### src/rtl/lsb_audio_stego_embed_extract_assert.svh
// assertion macros shared by the lsb audio stego rtl
`ifndef LSB_AUDIO_STEGO_EMBED_EXTRACT_ASSERT_SVH
`define LSB_AUDIO_STEGO_EMBED_EXTRACT_ASSERT_SVH

// antecedent implies consequent in the same cycle
`define LASE_ASSERT_SAME(label, clk, rst_n, ante, cons) \
  label: assert property (@(posedge clk) disable iff (!rst_n) (ante) |-> (cons)) \
    else $error("lase same-cycle check failed");

// antecedent implies consequent in the next cycle
`define LASE_ASSERT_NEXT(label, clk, rst_n, ante, cons) \
  label: assert property (@(posedge clk) disable iff (!rst_n) (ante) |=> (cons)) \
    else $error("lase next-cycle check failed");

`endif

### src/rtl/lase_pkg.sv
// shared types and constants of the lsb audio stego block
package lase_pkg;

  // zero bytes that form the end marker
  localparam int unsigned MARKER_LEN = 8;

  // command queue between front and back
  localparam int unsigned Q_DEPTH = 4;
  localparam int unsigned Q_PTR_W = $clog2(Q_DEPTH);

  // result kinds
  typedef enum logic [1:0] {
    KIND_SAMPLE    = 2'd0,
    KIND_BYTE      = 2'd1,
    KIND_FOUND     = 2'd2,
    KIND_NOT_FOUND = 2'd3
  } kind_t;

  // configuration register indexes
  typedef enum logic {
    REG_MODE    = 1'b0,
    REG_MSG_LEN = 1'b1
  } reg_idx_t;

  // mode register values
  localparam logic MODE_EMBED   = 1'b0;
  localparam logic MODE_EXTRACT = 1'b1;

  // one classified item: the results it expands to, in order
  typedef struct packed {
    logic        is_sample;
    logic [15:0] sample;
    logic [3:0]  zeros;
    logic        has_byte;
    logic [7:0]  data;
    logic        has_found;
    logic        has_nf;
  } cmd_t;

endpackage

### src/rtl/lase_front.sv
// front end: config registers, stream state, item classification
`include "lsb_audio_stego_embed_extract_assert.svh"

module lase_front (
  input  logic              clk,
  input  logic              rst_n,
  input  logic              cfg_valid,
  output logic              cfg_ready,
  input  lase_pkg::reg_idx_t cfg_index,
  input  logic [19:0]       cfg_data,
  input  logic              in_valid,
  output logic              in_ready,
  input  logic [15:0]       in_sample,
  input  logic [7:0]        in_message_byte,
  input  logic              in_last_sample,
  input  logic              q_full,
  output logic              push,
  output lase_pkg::cmd_t    cmd
);
  import lase_pkg::*;

  logic        mode_r;
  logic [19:0] msg_len_r;
  logic [2:0]  bit_pos_r, bit_pos_nxt;
  logic [7:0]  byte_shift_r, byte_shift_nxt;
  logic [7:0]  cpb_r, cpb_nxt;
  logic [20:0] bytes_done_r, bytes_done_nxt;
  logic [3:0]  zero_run_r, zero_run_nxt;
  logic        finished_r, finished_nxt;

  logic        accept;
  logic [2:0]  bp_inc;
  logic        wrap;
  logic [7:0]  cpb_cur;
  logic [20:0] bd_inc;
  logic [20:0] end_cnt;
  logic [7:0]  shift;
  logic [3:0]  zr_inc;

  assign cfg_ready = 1'b1;
  assign in_ready  = !q_full;
  assign accept    = in_valid && in_ready;

  // shared arithmetic
  assign bp_inc  = bit_pos_r + 3'd1;
  assign wrap    = (bp_inc == 3'd0);
  assign cpb_cur = (bit_pos_r != 3'd0) ? cpb_r :
                   ((bytes_done_r < {1'b0, msg_len_r}) ? in_message_byte : 8'd0);
  assign bd_inc  = bytes_done_r + 21'd1;
  assign end_cnt = {1'b0, msg_len_r} + 21'(MARKER_LEN);
  assign shift   = {byte_shift_r[6:0], in_sample[0]};
  assign zr_inc  = zero_run_r + 4'd1;

  // next stream state and command
  always_comb begin
    bit_pos_nxt    = bit_pos_r;
    byte_shift_nxt = byte_shift_r;
    cpb_nxt        = cpb_r;
    bytes_done_nxt = bytes_done_r;
    zero_run_nxt   = zero_run_r;
    finished_nxt   = finished_r;
    cmd            = '0;
    push           = 1'b0;
    if (accept) begin
      if (mode_r == MODE_EMBED) begin
        cmd.is_sample = 1'b1;
        cmd.sample    = in_sample;
        if (!finished_r) begin
          cpb_nxt       = cpb_cur;
          cmd.sample    = {in_sample[15:1], cpb_cur[3'd7 - bit_pos_r]};
          bit_pos_nxt   = bp_inc;
          if (wrap) begin
            bytes_done_nxt = bd_inc;
            if (bd_inc >= end_cnt) begin
              finished_nxt = 1'b1;
            end
          end
        end
      end else begin
        if (!finished_r) begin
          byte_shift_nxt = shift;
          bit_pos_nxt    = bp_inc;
          if (wrap) begin
            byte_shift_nxt = 8'd0;
            if (shift == 8'd0) begin
              zero_run_nxt = zr_inc;
              if (zr_inc >= 4'(MARKER_LEN)) begin
                zero_run_nxt  = 4'd0;
                finished_nxt  = 1'b1;
                cmd.has_found = 1'b1;
              end
            end else begin
              cmd.zeros    = zero_run_r;
              cmd.has_byte = 1'b1;
              cmd.data     = shift;
              zero_run_nxt = 4'd0;
            end
          end
        end
        cmd.has_nf = in_last_sample && !finished_nxt;
      end
      push = cmd.is_sample || cmd.has_byte || cmd.has_found || cmd.has_nf;
      // end of stream returns the stream state to reset
      if (in_last_sample) begin
        bit_pos_nxt    = 3'd0;
        byte_shift_nxt = 8'd0;
        cpb_nxt        = 8'd0;
        bytes_done_nxt = 21'd0;
        zero_run_nxt   = 4'd0;
        finished_nxt   = 1'b0;
      end
    end
  end

  // config and state registers
  always_ff @(posedge clk) begin
    if (!rst_n) begin
      mode_r       <= MODE_EMBED;
      msg_len_r    <= 20'd0;
      bit_pos_r    <= 3'd0;
      byte_shift_r <= 8'd0;
      cpb_r        <= 8'd0;
      bytes_done_r <= 21'd0;
      zero_run_r   <= 4'd0;
      finished_r   <= 1'b0;
    end else begin
      bit_pos_r    <= bit_pos_nxt;
      byte_shift_r <= byte_shift_nxt;
      cpb_r        <= cpb_nxt;
      bytes_done_r <= bytes_done_nxt;
      zero_run_r   <= zero_run_nxt;
      finished_r   <= finished_nxt;
      if (cfg_valid && cfg_ready) begin
        case (cfg_index)
          REG_MODE:    mode_r    <= cfg_data[0];
          REG_MSG_LEN: msg_len_r <= cfg_data;
          default:     mode_r    <= mode_r;
        endcase
      end
    end
  end

  `LASE_ASSERT_SAME(a_zero_run_bound, clk, rst_n, 1'b1, zero_run_r < 4'(MARKER_LEN))

endmodule

### src/rtl/lase_cmd_queue.sv
// small command queue between front and back
`include "lsb_audio_stego_embed_extract_assert.svh"

module lase_cmd_queue (
  input  logic           clk,
  input  logic           rst_n,
  input  logic           push,
  input  lase_pkg::cmd_t cmd_in,
  output logic           full,
  input  logic           pop,
  output lase_pkg::cmd_t cmd_out,
  output logic           empty
);
  import lase_pkg::*;

  cmd_t               mem_r [Q_DEPTH];
  logic [Q_PTR_W-1:0] wr_ptr_r;
  logic [Q_PTR_W-1:0] rd_ptr_r;
  logic [Q_PTR_W:0]   cnt_r;

  assign full    = (cnt_r == (Q_PTR_W+1)'(Q_DEPTH));
  assign empty   = (cnt_r == '0);
  assign cmd_out = mem_r[rd_ptr_r];

  // entry storage
  always_ff @(posedge clk) begin
    if (push && !full) begin
      mem_r[wr_ptr_r] <= cmd_in;
    end
  end

  // pointers and fill count
  always_ff @(posedge clk) begin
    if (!rst_n) begin
      wr_ptr_r <= '0;
      rd_ptr_r <= '0;
      cnt_r    <= '0;
    end else begin
      if (push && !full) begin
        wr_ptr_r <= wr_ptr_r + 1'b1;
      end
      if (pop && !empty) begin
        rd_ptr_r <= rd_ptr_r + 1'b1;
      end
      case ({push && !full, pop && !empty})
        2'b10:   cnt_r <= cnt_r + 1'b1;
        2'b01:   cnt_r <= cnt_r - 1'b1;
        default: cnt_r <= cnt_r;
      endcase
    end
  end

  `LASE_ASSERT_SAME(a_q_bound, clk, rst_n, 1'b1, cnt_r <= (Q_PTR_W+1)'(Q_DEPTH))
  `LASE_ASSERT_SAME(a_q_ptr_full, clk, rst_n, full, wr_ptr_r == rd_ptr_r)

endmodule

### src/rtl/lase_back.sv
// back end: expands commands into result transfers, one per cycle unless stalled
`include "lsb_audio_stego_embed_extract_assert.svh"

module lase_back (
  input  logic            clk,
  input  logic            rst_n,
  input  logic            q_empty,
  input  lase_pkg::cmd_t  q_head,
  output logic            q_pop,
  output logic            out_valid,
  input  logic            out_ready,
  output lase_pkg::kind_t out_kind,
  output logic [15:0]     out_sample_out,
  output logic [7:0]      out_data_byte,
  output logic            out_last
);
  import lase_pkg::*;

  logic        cur_valid_r, cur_valid_nxt;
  cmd_t        cur_r, cur_nxt;
  logic        out_valid_r;
  kind_t       kind_r;
  logic [15:0] sample_r;
  logic [7:0]  data_r;
  logic        last_r;

  logic        slot_free;
  logic        issue;
  cmd_t        after;
  kind_t       res_kind;
  logic [15:0] res_sample;
  logic [7:0]  res_data;
  logic        remaining;
  logic        cur_done;

  assign slot_free = !out_valid_r || out_ready;
  assign issue     = slot_free && cur_valid_r;

  // pick the next result of the current command
  always_comb begin
    after      = cur_r;
    res_kind   = KIND_NOT_FOUND;
    res_sample = 16'd0;
    res_data   = 8'd0;
    if (cur_r.is_sample) begin
      res_kind        = KIND_SAMPLE;
      res_sample      = cur_r.sample;
      after.is_sample = 1'b0;
    end else if (cur_r.zeros != 4'd0) begin
      res_kind    = KIND_BYTE;
      after.zeros = cur_r.zeros - 4'd1;
    end else if (cur_r.has_byte) begin
      res_kind       = KIND_BYTE;
      res_data       = cur_r.data;
      after.has_byte = 1'b0;
    end else if (cur_r.has_found) begin
      res_kind        = KIND_FOUND;
      after.has_found = 1'b0;
    end else begin
      after.has_nf = 1'b0;
    end
    remaining = after.is_sample || (after.zeros != 4'd0) || after.has_byte ||
                after.has_found || after.has_nf;
  end

  // load the next command once the current one is used up
  assign cur_done = !cur_valid_r || (issue && !remaining);
  assign q_pop    = cur_done && !q_empty;

  always_comb begin
    cur_valid_nxt = cur_valid_r;
    cur_nxt       = cur_r;
    if (q_pop) begin
      cur_valid_nxt = 1'b1;
      cur_nxt       = q_head;
    end else if (cur_done) begin
      cur_valid_nxt = 1'b0;
    end else if (issue) begin
      cur_nxt = after;
    end
  end

  // current command and output register
  always_ff @(posedge clk) begin
    if (!rst_n) begin
      cur_valid_r <= 1'b0;
      out_valid_r <= 1'b0;
    end else begin
      cur_valid_r <= cur_valid_nxt;
      if (issue) begin
        out_valid_r <= 1'b1;
      end else if (out_ready) begin
        out_valid_r <= 1'b0;
      end
    end
    cur_r <= cur_nxt;
    if (issue) begin
      kind_r   <= res_kind;
      sample_r <= res_sample;
      data_r   <= res_data;
      last_r   <= !remaining;
    end
  end

  assign out_valid      = out_valid_r;
  assign out_kind       = kind_r;
  assign out_sample_out = sample_r;
  assign out_data_byte  = data_r;
  assign out_last       = last_r;

  `LASE_ASSERT_SAME(a_cur_nonempty, clk, rst_n, cur_valid_r,
    cur_r.is_sample || cur_r.zeros != 4'd0 || cur_r.has_byte || cur_r.has_found || cur_r.has_nf)
  `LASE_ASSERT_NEXT(a_cur_held, clk, rst_n, issue && remaining, cur_valid_r)

endmodule

### src/rtl/lsb_audio_stego_embed_extract.sv
// top level of the lsb audio stego embed and extract block
// Hides a byte payload in bit 0 of 16-bit audio samples (mode 0) or recovers it
// (mode 1). The input side takes one sample per cycle and stalls only once the
// queue is full; the front end updates the bit and byte counters in that same
// cycle and, for items with results, queues a command into a four-entry queue.
// The back end turns each command into result transfers at one per cycle unless
// stalled, through a registered output stage. Embed mode gives one result per
// sample, so it keeps that rate end to end. In extract mode a nonzero byte
// after held zero bytes, and a missing end marker at stream end, give up to
// nine results for one sample; these drain at one per cycle unless stalled.
// Results carry last on the final transfer caused by one sample. Configuration
// writes are taken every cycle and must only be made while the block is idle.
module lsb_audio_stego_embed_extract (
  input  logic               clk,
  input  logic               rst_n,
  input  logic               cfg_valid,
  output logic               cfg_ready,
  input  lase_pkg::reg_idx_t cfg_index,
  input  logic [19:0]        cfg_data,
  input  logic               in_valid,
  output logic               in_ready,
  input  logic [15:0]        in_sample,
  input  logic [7:0]         in_message_byte,
  input  logic               in_last_sample,
  output logic               out_valid,
  input  logic               out_ready,
  output lase_pkg::kind_t    out_kind,
  output logic [15:0]        out_sample_out,
  output logic [7:0]         out_data_byte,
  output logic               out_last
);
  import lase_pkg::*;

  logic q_full;
  logic q_empty;
  logic push;
  logic q_pop;
  cmd_t cmd_in;
  cmd_t cmd_head;

  // classification and stream state
  lase_front u_front (
    .clk             (clk),
    .rst_n           (rst_n),
    .cfg_valid       (cfg_valid),
    .cfg_ready       (cfg_ready),
    .cfg_index       (cfg_index),
    .cfg_data        (cfg_data),
    .in_valid        (in_valid),
    .in_ready        (in_ready),
    .in_sample       (in_sample),
    .in_message_byte (in_message_byte),
    .in_last_sample  (in_last_sample),
    .q_full          (q_full),
    .push            (push),
    .cmd             (cmd_in)
  );

  // decoupling queue
  lase_cmd_queue u_queue (
    .clk     (clk),
    .rst_n   (rst_n),
    .push    (push),
    .cmd_in  (cmd_in),
    .full    (q_full),
    .pop     (q_pop),
    .cmd_out (cmd_head),
    .empty   (q_empty)
  );

  // result expansion and output stage
  lase_back u_back (
    .clk            (clk),
    .rst_n          (rst_n),
    .q_empty        (q_empty),
    .q_head         (cmd_head),
    .q_pop          (q_pop),
    .out_valid      (out_valid),
    .out_ready      (out_ready),
    .out_kind       (out_kind),
    .out_sample_out (out_sample_out),
    .out_data_byte  (out_data_byte),
    .out_last       (out_last)
  );

endmodule
### config.mk
export PLATFORM = sky130hd
export DESIGN_NAME = lsb_audio_stego_embed_extract
export DESIGN_NICKNAME = d
export VERILOG_FILES = /design/src/rtl/lase_pkg.sv /design/src/rtl/lase_front.sv /design/src/rtl/lase_cmd_queue.sv /design/src/rtl/lase_back.sv /design/src/rtl/lsb_audio_stego_embed_extract.sv
export VERILOG_INCLUDE_DIRS = /design/src /design/src/rtl
export SDC_FILE = /design/constraint.sdc
export NUM_CORES = 1
export LEC_CHECK = 0
export BUFFER_PORTS_ARGS = -buffer_cell sky130_fd_sc_hd__buf_2
export CORE_ASPECT_RATIO = 0.75
export CORE_MARGIN = 2
export CORE_UTILIZATION = 65
export CTS_CLUSTER_DIAMETER = 50
export DETAILED_ROUTE_END_ITERATION = 10
export GPL_ROUTABILITY_DRIVEN = 1
export PLACE_DENSITY = 0.84
export SLEW_MARGIN = 20
export SYNTH_ARGS = -nofsm -noshare
export SYNTH_HDL_FRONTEND = slang
export SYNTH_SLANG_ARGS = --single-unit
### constraint.sdc
create_clock -name clk -period 6.8 [get_ports clk]
set_clock_uncertainty 0.05 [all_clocks]
set_input_delay 1.02 -clock clk [delete_from_list [all_inputs] [get_ports clk]]
set_output_delay 1.02 -clock clk [all_outputs]
set_load 0.05 [all_outputs]
==> flow_metrics.tcl, run 1 <==
set metrics [dict create \
    vdd_drop_max_uv 256 \
    multiInputGateArea_sq_um 4840 \
    vias_per_cell 6.09 \
    drt_iter0_drc 753 \
    cts.path.max_buffers 3 \
    core_area_sq_um 18600 \
    place_inst 1291 \
    synth_cells 1001 \
    fin_setup_tns_ns 0 \
    ant_nets 0 \
    utilization_pct 74.3 \
    endpoint "u_queue.cnt_r[2]$_SDFFE_PN0P_" \
    hold_depth 2 \
    cts.sinks 263 \
    grt_max_degree 77 \
    cts_root_buf "clkbuf_16" \
    nNetsFinal 1178 \
    r2r-start "u_back.cur_r[31]$_SDFFCE_PN0P_" \
    grt_use_met2_pct 39.9 \
    crit_path_start "u_back.cur_r[31]$_SDFFCE_PN0P_" \
    antenna_found_initial 0 \
    die_w_um 163 \
    status "finished clean" \
    timing.fmax_mhz 285 \
    period_share_pct 51.6 \
    cts.clk_slew.worst_paths_ns 0.06 \
    rows 43 \
    cts_tree "done" \
    cp.arrival_ns 3.91 \
    setup_violations 0 \
    synth.cell_area_sq_um 12300 \
    drv_slew 0 \
    pwr_density_cell_nw_per_um2 342 \
    r2r_end "u_queue.cnt_r[2]$_SDFFE_PN0P_" \
    gp_congestion 0.895 \
    grt_pass1_vias 7755 \
    reg2reg_depth 11 \
    ys_top_cells_by_area "edfxtp_1 (46%), dfxtp_1 (12%), mux4_2 (5.8%), ha_1 (5.4%), nand2_1 (2.7%)" \
    synth_edf_count 187 \
    p_leak_uw 0.00508 \
    cts_resized 0 \
    gr-usage-met3_pct 4.29 \
    layout_setup_ws_ns 3.29 \
    htreeDepth 1 \
    antenna_cells 0 \
    final_cell_mix "edfxtp_1 (187), nand2_1 (89), buf_2 (79)" \
    yosys_register_bits 263 \
    numPortBuffers 79 \
    start_util_pct 66.5 \
    crit_path_max_fanout 24 \
    async_flop_share_pct 0 \
    insertion_delay_ns 0.53 \
    grt_busiest_layer "met1" \
    grt_use_met1_pct 40.7 \
    synth_top_cell_by_area "edfxtp_1" \
    place_ws_ns 3.33 \
    grt-ovfl-total 0 \
    rsz0062_at_grt "false" \
    routed_wl_um 26100 \
    drive_gt1_share_pct 15.8 \
    hold_viol_final 0 \
    die-area_sq_um 20100 \
    drt-pass1-iter-count 5 \
    cp.required_ns 7.20 \
    netlist.area_leader.share_pct 45.5 \
    syn_area_per_cell_sq_um 12.3 \
    cts_setup_buffers 0 \
    wl_per_cell_um 19.5 \
    hpwlAfterDp_um 17100 \
    ys.flop_type "edfxtp_1" \
    crit_path_start_kind "register" \
    seq_area_frac_synth_pct 57.8 \
    grt_util_all_layers_pct 26.5 \
    timing.critical_path.to_type "register" \
    cts-buffers-inserted 27 \
    yosysWarnings 0 \
    min_period_ns 3.51 \
    ff2ff_setup_slack_ns 3.29 \
    final_common_cell "edfxtp_1" \
    cap_viol_max_count 0 \
    die_h_um 123 \
    fillers 1181 \
    worst_pin_slew_ns 1.08 \
    crit_type "reg2reg" \
    fin_cells 1339 \
    seq_area_sq_um 7140 \
    drc_errors 0 \
    grt_pass1_wl_um 41200 \
    hold_path.class "reg2reg" \
    slew_headroom_pct 28.1 \
    area_delta_synth_final_pct 11.7 \
    dr_total_vias 8152 \
    synth_nets 1106 \
    ioPinCount 81 \
    ys_types 76 \
    cts_hold_buf 0 \
]
synth_stat cells, drive strengths merged, types with 2 or more instances:
master / instances
mux2i: 3
or3b: 2
a22oi: 20
or3: 7
nand2: 89
nor3: 17
o21ai: 26
clkbuf: 36
and3: 28
a21oi: 27
nor3b: 2
or4: 2
xor2: 11
nand3: 27
a21boi: 40
ha: 53
nor2: 31
mux4: 32
buf: 10
a211oi: 6
a31oi: 6
or4b: 3
edfxtp: 187
inv: 46
dfxtp: 76
nor4: 4
nand3b: 4
a2111oi: 2
nand2b: 3
and2: 52
o311ai: 2
nor2b: 53
o21a: 2
a21o: 11
xnor2: 30
nand4b: 2
a32oi: 2
and4b: 2
o31ai: 2
nand4: 15
o211ai: 4
and4: 4
power by group:
group | internal [uW] | switching (uW) | leakage (uW)
logic | 378 | 703 | 0.00227
clock network | 826 | 600 | 0.000405
registers | 2080 | 125 | 0.00240
total | 3290 | 1430 | 0.00508
worst min path at each step:
stage	to	slack [ns]	from
floorplan	u_front.cpb_r[3]$_SDFFE_PN0P_	0.39	u_front.cpb_r[3]$_SDFFE_PN0P_
global placement	u_front.msg_len_r[1]$_SDFFE_PN0P_	0.40	u_front.msg_len_r[1]$_SDFFE_PN0P_
detailed placement	u_front.msg_len_r[1]$_SDFFE_PN0P_	0.41	u_front.msg_len_r[1]$_SDFFE_PN0P_
CTS	u_front.msg_len_r[1]$_SDFFE_PN0P_	0.42	u_front.msg_len_r[1]$_SDFFE_PN0P_
global route	u_front.msg_len_r[2]$_SDFFE_PN0P_	0.44	u_front.msg_len_r[2]$_SDFFE_PN0P_
finish	u_front.msg_len_r[2]$_SDFFE_PN0P_	0.42	u_front.msg_len_r[2]$_SDFFE_PN0P_
critical path: stages, from the launching register on:
cell and delay (ns):
edfxtp_1 0.69, or4_4 0.63, or4b_4 0.49, o21ai_2 0.09, a32oi_2 0.13, inv_1 0.09, ha_1 0.17, inv_1 0.06
fa_1 0.38, xor2_1 0.18, or3_1 0.29, a21boi_0 0.16
routing by layer:
layer  vias to the layer above  share of wire, %  routed length [um]
li1                       3827                 -                   -
met1                      3910                46               12000
met2                       360                44               11400
met3                        55               7.7                2020
met4                         0               2.2                 566
met5                         -                 0                   0
per-stage QoR:
stage,area (sq um),power [uW],hold slack (ns)
detailed placement,12900,3310,0.409
floorplan,12300,3020,0.391
CTS,13800,4720,0.417
global route,13800,4910,0.437
finish,13800,4720,0.415
global placement,12900,3270,0.403
final cells by class:
cell class                      count  share of cell area, %
Clock inverter                     11                  0.953
Timing Repair Buffer               89                   3.41
Clock buffer                       37                   5.25
Tap cell                          247                   2.24
Inverter                           47                   1.28
Multi-Input combinational cell    645                   35.1
Sequential cell                   263                   51.8
cells by family (layout without fill, tap and decap cells):
| logic type | count (synthesis) | after routing | synth area share [%] |
|---|---|---|---|
| and+or+nand+nor | 350 | 350 | 15.4 |
| xor gates and xnor gates | 41 | 41 | 2.91 |
| adders and majority gates | 54 | 54 | 5.54 |
| muxes | 36 | 36 | 6.18 |
| AOI/OAI and AO/OA | 163 | 163 | 9.18 |
| DFF | 263 | 263 | 57.8 |
| buffers and inverters | 93 | 184 | 2.94 |
| other | 1 | 1 | 0.0304 |
state kept, by name (all words and copies together) (netlist names), named ones only:
| signal | cells |
|---|---|
| u_front.bytes_done_r | 21 |
| u_back.out_sample_out | 16 |
| u_front.byte_shift_r | 7 |
| u_queue.cnt_r | 3 |
| u_back.cur_valid_r | 1 |
| u_back.cur_r | 8 |
| u_front.cpb_r | 8 |
| u_queue.mem_r | 128 |
| u_back.after | 24 |
| u_front.mode_r | 1 |
| u_queue.rd_ptr_r | 2 |
| u_front.bit_pos_r | 3 |
| u_front.zero_run_r | 4 |
| u_back.out_last | 1 |
| u_back.out_data_byte | 8 |
| u_back.out_kind | 2 |
| u_front.finished_r | 1 |
| u_back.out_valid | 1 |
| u_queue.wr_ptr_r | 2 |
| u_front.msg_len_r | 20 |
Power figures use the tool's default switching activity.
==> inputs of run 2 (changes only) <==
--- a/config.mk
+++ b/config.mk
@@ -9,11 +9,11 @@
 export BUFFER_PORTS_ARGS = -buffer_cell sky130_fd_sc_hd__buf_2
 export CORE_ASPECT_RATIO = 0.75
 export CORE_MARGIN = 2
-export CORE_UTILIZATION = 65
+export CORE_UTILIZATION = 61
 export CTS_CLUSTER_DIAMETER = 50
 export DETAILED_ROUTE_END_ITERATION = 10
 export GPL_ROUTABILITY_DRIVEN = 1
-export PLACE_DENSITY = 0.84
+export PLACE_DENSITY = 0.79
 export SLEW_MARGIN = 20
 export SYNTH_ARGS = -nofsm -noshare
 export SYNTH_HDL_FRONTEND = slang
==> constraint.sdc (replaced) <==
create_clock -name clk -period 3.5 [get_ports clk]
set_clock_uncertainty 0.05 [all_clocks]
set_input_delay 0.525 -clock clk [delete_from_list [all_inputs] [get_ports clk]]
set_output_delay 0.525 -clock clk [all_outputs]
set_load 0.05 [all_outputs]
==> flow_metrics.tcl, run 2 (synthesized netlist as in run 1, its figures left out) <==
set metrics [dict create \
    crit_path_start_kind "register" \
    slew_headroom_pct 45.3 \
    status "finished clean" \
    die_w_um 168 \
    cts.path.max_buffers 3 \
    drt-pass1-iter-count 5 \
    final_common_cell "edfxtp_1" \
    worst_pin_slew_ns 0.821 \
    power.switching_uw 2820 \
    largest_reg_flops 128 \
    hold_viol_final 0 \
    cp.arrival_ns 3.75 \
    top_register "u_queue.mem_r" \
    crit_slowest_cell "or4b_4" \
    setup_violations 0 \
    power.internal_uw 6690 \
    vias_per_cell 5.96 \
    reg2reg_depth 12 \
    timing.critical_path.to_type "register" \
    fin_hold_ws_ns 0.201 \
    die-area_sq_um 21400 \
    pwr_density_cell_nw_per_um2 677 \
    min_period_ns 3.35 \
    gp_congestion 0.944 \
    hold_path.class "in2reg" \
    die_h_um 127 \
    dr_total_vias 8144 \
    area_delta_synth_final_pct 13.8 \
    antenna_found_initial 0 \
    grt_max_degree 52 \
    final_cell_mix "edfxtp_1 (187), nand2_1 (89), buf_2 (79)" \
    hp-start "cfg_data[3]" \
    rsz0062_at_grt "false" \
    swShare_pct 29.6 \
    timing.fmax_mhz 299 \
    numPortBuffers 79 \
    combPwrFrac_pct 23.8 \
    crit_type "reg2reg" \
    pwr-share-clk_pct 31.1 \
    p_leak_uw 0.00522 \
    r2r-start "u_back.cur_r[11]$_DFFE_PP_" \
    crit_path_start "u_back.cur_r[11]$_DFFE_PP_" \
    path_common_cell "inv_1" \
    htreeDepth 1 \
    ioPinCount 81 \
    cts.clk_slew.worst_paths_ns 0.06 \
    ant_nets 0 \
    cap_viol_max_count 0 \
    start_util_pct 61.5 \
    cts-buffers-inserted 27 \
    fin_setup_tns_ns 0 \
    layout_setup_ws_ns 0.151 \
    wl_per_cell_um 18.8 \
    drt_iter0_drc 722 \
    grt_pass1_vias 7733 \
    drive_gt1_share_pct 18.0 \
    pwr-share-seq_pct 45.1 \
    crit_chain "buf_4, or4_4, or4b_4, o21ai_2, a32oi_2, inv_1, ha_2, inv_1, fa_1, xor2_1, or3_1, a21boi_1" \
    antenna_cells 0 \
    cts.sinks 263 \
    hpwlAfterDp_um 17200 \
    routed_wl_um 25700 \
    cts_root_buf "clkbuf_16" \
    place_ws_ns 0.00149 \
    nNetsFinal 1194 \
    drc_errors 0 \
    hold_depth 3 \
    insertion_delay_ns 0.52 \
    grt_pass1_wl_um 40900 \
    cts_tree "done" \
    cp.required_ns 3.90 \
    period_share_pct 95.7 \
    core_area_sq_um 20000 \
    vdd_drop_max_uv 317 \
    grt-ovfl-total 0 \
    cpPeakStageDelay_ns 0.49 \
    crit_path_max_fanout 4 \
    drv_slew 0 \
    rows 45 \
    cts_hold_buf 0 \
    grt_util_all_layers_pct 24.2 \
]
[run 2: cell types whose count changed in the layout (fill, tap and decap cells not counted), sizes merged]
| cell | delta |
|---|---|
| buf | +16 |
| bufinv | +2 |
| inv | -2 |
| clkinvlp | -3 |
| clkinv | +4 |
[run 2: power groups by stage]
stage	combinational [uW]	sequential, uW	clock [uW]
3_3_place_gp	2070	4320	0
4_1_cts	2170	4300	2990
2_1_floorplan	1250	4620	0
5_1_grt	2440	4340	3110
3_5_place_dp	2130	4360	0
6_report	2260	4290	2960
[run 2: area by class of cell]
| class | count | area [sq um] |
|---|---|---|
| Multi-Input combinational cell | 645 | 4890 |
| Tap cell | 258 | 323 |
| Clock inverter | 12 | 171 |
| Inverter | 47 | 176 |
| Fill cell | 1416 | 6000 |
| Timing Repair Buffer | 105 | 591 |
| Sequential cell | 263 | 7140 |
| Clock buffer | 37 | 753 |
[run 2: repair_timing]
item | 4_1_cts | 5_1_grt
pin swaps | 0 | 2
setup endpoints to repair | 1 | 1
gates cloned | 0 | 0
endpoints found under the hold margin | 0 | 0
setup buffers | 0 | 6
gates resized for setup | 3 | 7
[run 2: final timing paths]
| kind | to | slack [ns] |
|---|---|---|
| worst max-delay path | u_queue.cnt_r[2]$_SDFFE_PN0P_ | 0.15 |
| worst min register to register | u_front.msg_len_r[1]$_SDFFE_PN0P_ | 0.42 |
| worst min-delay path | u_front.msg_len_r[3]$_SDFFE_PN0P_ | 0.20 |
| worst max register to register | u_queue.cnt_r[2]$_SDFFE_PN0P_ | 0.15 |
[run 2: worst max-delay path, delay by kind of cell (launching register included)]
family	cells	cell delay (ns)
buffers and inverters	3	0.33
DFF	1	0.45
AOI/OAI and AO/OA	3	0.39
and+or+nand+nor	3	1.22
xor gates and xnor gates	1	0.21
adders and majority gates	2	0.62
[run 2: stage by stage]
stage / power, uW / utilization (%) / cell area, sq um / cells
after floorplan: 5870 / - / 12300 / 1001
after global placement: 6390 / 65.0 / 13000 / 1312
after detailed placement: 6490 / 65.0 / 13000 / 1312
after CTS: 9460 / 69.7 / 14000 / 1361
after global routing: 9890 / 70.1 / 14000 / 1367
final: 9510 / 70.1 / 14000 / 1367
[run 2: per-layer routing]
metal  vias up  routed length [um]  part of all wire (%)  track usage, %
met5         -                   0                     0               0
met3        32                1480                   5.7            3.31
met4         0                 431                   1.7            4.97
met1      3987               12400                    48            37.8
li1       3854                   -                     -               -
met2       271               11500                    45            36.7
==> inputs of run 3 (changes only) <==
--- a/config.mk
+++ b/config.mk
@@ -6,6 +6,7 @@
 export SDC_FILE = /design/constraint.sdc
 export NUM_CORES = 1
 export LEC_CHECK = 0
+export ABC_AREA = 1
 export BUFFER_PORTS_ARGS = -buffer_cell sky130_fd_sc_hd__buf_2
 export CORE_ASPECT_RATIO = 0.75
 export CORE_MARGIN = 2
==> flow_metrics.tcl, run 3 <==
set metrics [dict create \
    synthAdderAreaFrac_pct 5.51 \
    grt_pass1_wl_um 43200 \
    vdd_drop_max_uv 467 \
    area_delta_synth_final_pct 13.1 \
    whs_endpoint "u_front.msg_len_r[7]$_SDFFE_PN0P_" \
    htreeDepth 1 \
    crit_type "reg2reg" \
    reg2reg_depth 20 \
    rows 45 \
    grt_util_all_layers_pct 25.1 \
    ant_nets 0 \
    status "finished clean" \
    synth_nets 1389 \
    nNetsFinal 1474 \
    slew_headroom_pct 48.2 \
    async_flop_share_pct 0 \
    cts.sinks 263 \
    syn_area_per_cell_sq_um 9.66 \
    r2r-start "u_front.msg_len_r[3]$_SDFFE_PN0P_" \
    top_register "u_queue.mem_r" \
    largest_reg_flops 128 \
    cts.clk_slew.worst_paths_ns 0.06 \
    die_h_um 128 \
    hold_depth 3 \
    place_inst 1597 \
    synth.cell_area_sq_um 12400 \
    drc_errors 0 \
    cts-buffers-inserted 27 \
    pwr-share-clk_pct 26.7 \
    ff2ff_setup_slack_ns 0.29 \
    ioPinCount 81 \
    die_w_um 169 \
    routed_wl_um 26800 \
    timing.fmax_mhz 311 \
    synth-simple-area-share_pct 16.8 \
    drive_gt1_share_pct 13.9 \
    hp-start "cfg_data[7]" \
    cp.arrival_ns 3.62 \
    p_leak_uw 0.00572 \
    setup_violations 0 \
    synth_xor_xnor_area_share_pct 2.53 \
    r2r_end "u_front.finished_r$_SDFFE_PN0P_" \
    grt_max_degree 65 \
    synth_cells 1284 \
    utilization_pct 69.8 \
    cts_root_buf "clkbuf_16" \
    swShare_pct 35.6 \
    final_cell_mix "nand2_1 (287), edfxtp_1 (187), inv_1 (146)" \
    yosysWarnings 0 \
    grt_pass1_vias 8660 \
    gp_congestion 0.932 \
    ys_top_cells_by_area "edfxtp_1 (45%), dfxtp_1 (12%), nand2_1 (8.7%), ha_1 (5.3%), a21oi_1 (5.3%)" \
    antenna_found_initial 0 \
    drt_iter0_drc 715 \
    yosysMostFrequentCell "nand2_1" \
    wl_per_cell_um 16.3 \
    netlist.area_leader.share_pct 45.3 \
    die-area_sq_um 21500 \
    core_area_sq_um 20100 \
    synthMuxAreaShare_pct 0 \
    crit_path_max_fanout 3 \
    final_common_cell "nand2_1" \
    fin_cells 1646 \
    synth_edf_count 187 \
    pwr_density_cell_nw_per_um2 712 \
    period_share_pct 91.8 \
    cp.required_ns 3.91 \
    cts.path.max_buffers 3 \
    netlist_top_cells_count "nand2_1 (288), edfxtp_1 (187), inv_1 (147)" \
    start_util_pct 61.7 \
    synth_top_family_by_area "simple AND/OR/NAND/NOR gates" \
    hold_path.class "in2reg" \
    cap_viol_max_count 0 \
    synth_compound_area_share_pct 11.3 \
    worst_pin_slew_ns 0.772 \
    insertion_delay_ns 0.52 \
    dr_total_vias 9258 \
    synth_top_cell_by_area "edfxtp_1" \
    ys.flop_type "edfxtp_1" \
    grt-ovfl-total 0 \
    ys_types 45 \
    drt-pass1-iter-count 5 \
    cts_tree "done" \
    seq_area_frac_synth_pct 57.5 \
    pwr-share-seq_pct 43.9 \
    yosys_register_bits 263 \
    hold_viol_final 0 \
    numPortBuffers 79 \
    antenna_cells 0 \
    vias_per_cell 5.62 \
    drv_slew 0 \
    power.internal_uw 6430 \
    hpwlAfterDp_um 17500 \
    min_period_ns 3.21 \
    power.switching_uw 3550 \
    timing.critical_path.to_type "register" \
    combPwrFrac_pct 29.5 \
    crit_path_start_kind "register" \
]
run 3: changes by cell type after synthesis, sizes merged, moves of 32 or more:
| cell | delta |
|---|---|
| mux4 | -32 |
| nand2 | +202 |
| nor2 | +77 |
| inv | +105 |
| o21ai | +34 |
| a21oi | +104 |
| a21boi | -40 |
| nor2b | -53 |
| and2 | -51 |
run 3: logic make-up (layout without fill, tap and decap cells):
kind of cell | after synthesis | count (layout)
buffers and inverters | 200 | 304
xor gates and xnor gates | 35 | 35
and+or+nand+nor | 493 | 493
adders and majority gates | 54 | 54
AOI/OAI and AO/OA | 238 | 238
other | 1 | 1
DFF | 263 | 263
run 3: area by class of cell:
class                   count  area [sq um]
clock buffers              36           719
multi-input cells         821          4540
inverters                 154           581
clock inverters            12          98.8
fillers                  1451          6080
flip-flops and latches    263          7140
repair buffers            102           618
well taps                 258           323
run 3: stage by stage:
stage	worst slack (ns)	instance area (sq um)	hold slack [ns]	TNS, ns	total power (uW)
2_1_floorplan	0.489	12400	0.395	0	6560
3_3_place_gp	0.302	13100	0.403	0	7240
3_5_place_dp	0.164	13100	0.409	0	7350
4_1_cts	0.136	14000	0.225	0	10000
5_1_grt	-0.00806	14000	0.252	-0.00806	10500
6_report	0.288	14000	0.236	0	9990
run 3: worst max path at each step:
stage,cells after the start,startpoint,slack (ns),endpoint
finish,20,u_front.msg_len_r[3]$_SDFFE_PN0P_,0.29,u_front.finished_r$_SDFFE_PN0P_
global route,20,u_front.msg_len_r[3]$_SDFFE_PN0P_,-0.008,u_front.finished_r$_SDFFE_PN0P_
CTS,20,u_front.msg_len_r[3]$_SDFFE_PN0P_,0.14,u_front.finished_r$_SDFFE_PN0P_
detailed placement,20,u_front.msg_len_r[3]$_SDFFE_PN0P_,0.16,u_front.finished_r$_SDFFE_PN0P_
global placement,20,u_front.msg_len_r[3]$_SDFFE_PN0P_,0.30,u_front.finished_r$_SDFFE_PN0P_
floorplan,12,u_back.cur_r[11]$_DFFE_PP_,0.49,u_back.after[15]$_DFFE_PP_
run 3: what timing repair did:
| item | in CTS | in global routing |
|---|---|---|
| setup buffers | 0 | 1 |
| gates resized for setup | 0 | 13 |
| endpoints found under the setup margin | 0 | 1 |
| hold buffers | 0 | 0 |
run 3: critical path: stages, from the launching register on:
cell,delay [ns]
dfxtp_2,0.35
ha_1,0.20
nand2_1,0.07
nor2_1,0.17
nand3_1,0.18
nor3_4,0.22
nand3_2,0.18
nor4_4,0.21
nand2_1,0.08
nor2_1,0.12
nand2_1,0.08
xor2_1,0.15
ha_1,0.31
nand4_1,0.14
nor3_2,0.17
nand3_1,0.11
nand4_1,0.10
nand2_1,0.05
nand2_1,0.06
nand2_1,0.04
a21oi_1,0.10
run 3: power by group through the flow:
stage / logic [uW] / registers [uW] / clock network [uW]
detailed placement: 2910 / 4440 / 0
CTS: 2930 / 4380 / 2700
global route: 3250 / 4430 / 2830
global placement: 2830 / 4410 / 0
finish: 2940 / 4380 / 2660
floorplan: 1800 / 4760 / 0
run 3: per-layer routing:
| layer | part of all wire [%] | GRT usage [%] | up-vias | wire length (um) |
|---|---|---|---|---|
| li1 | - | - | 4510 | - |
| met1 | 47 | 37.9 | 4365 | 12500 |
| met2 | 44 | 39.3 | 354 | 11800 |
| met3 | 7.6 | 3.13 | 29 | 2040 |
| met4 | 1.6 | 5.43 | 0 | 428 |
| met5 | 0 | 0 | - | 0 |
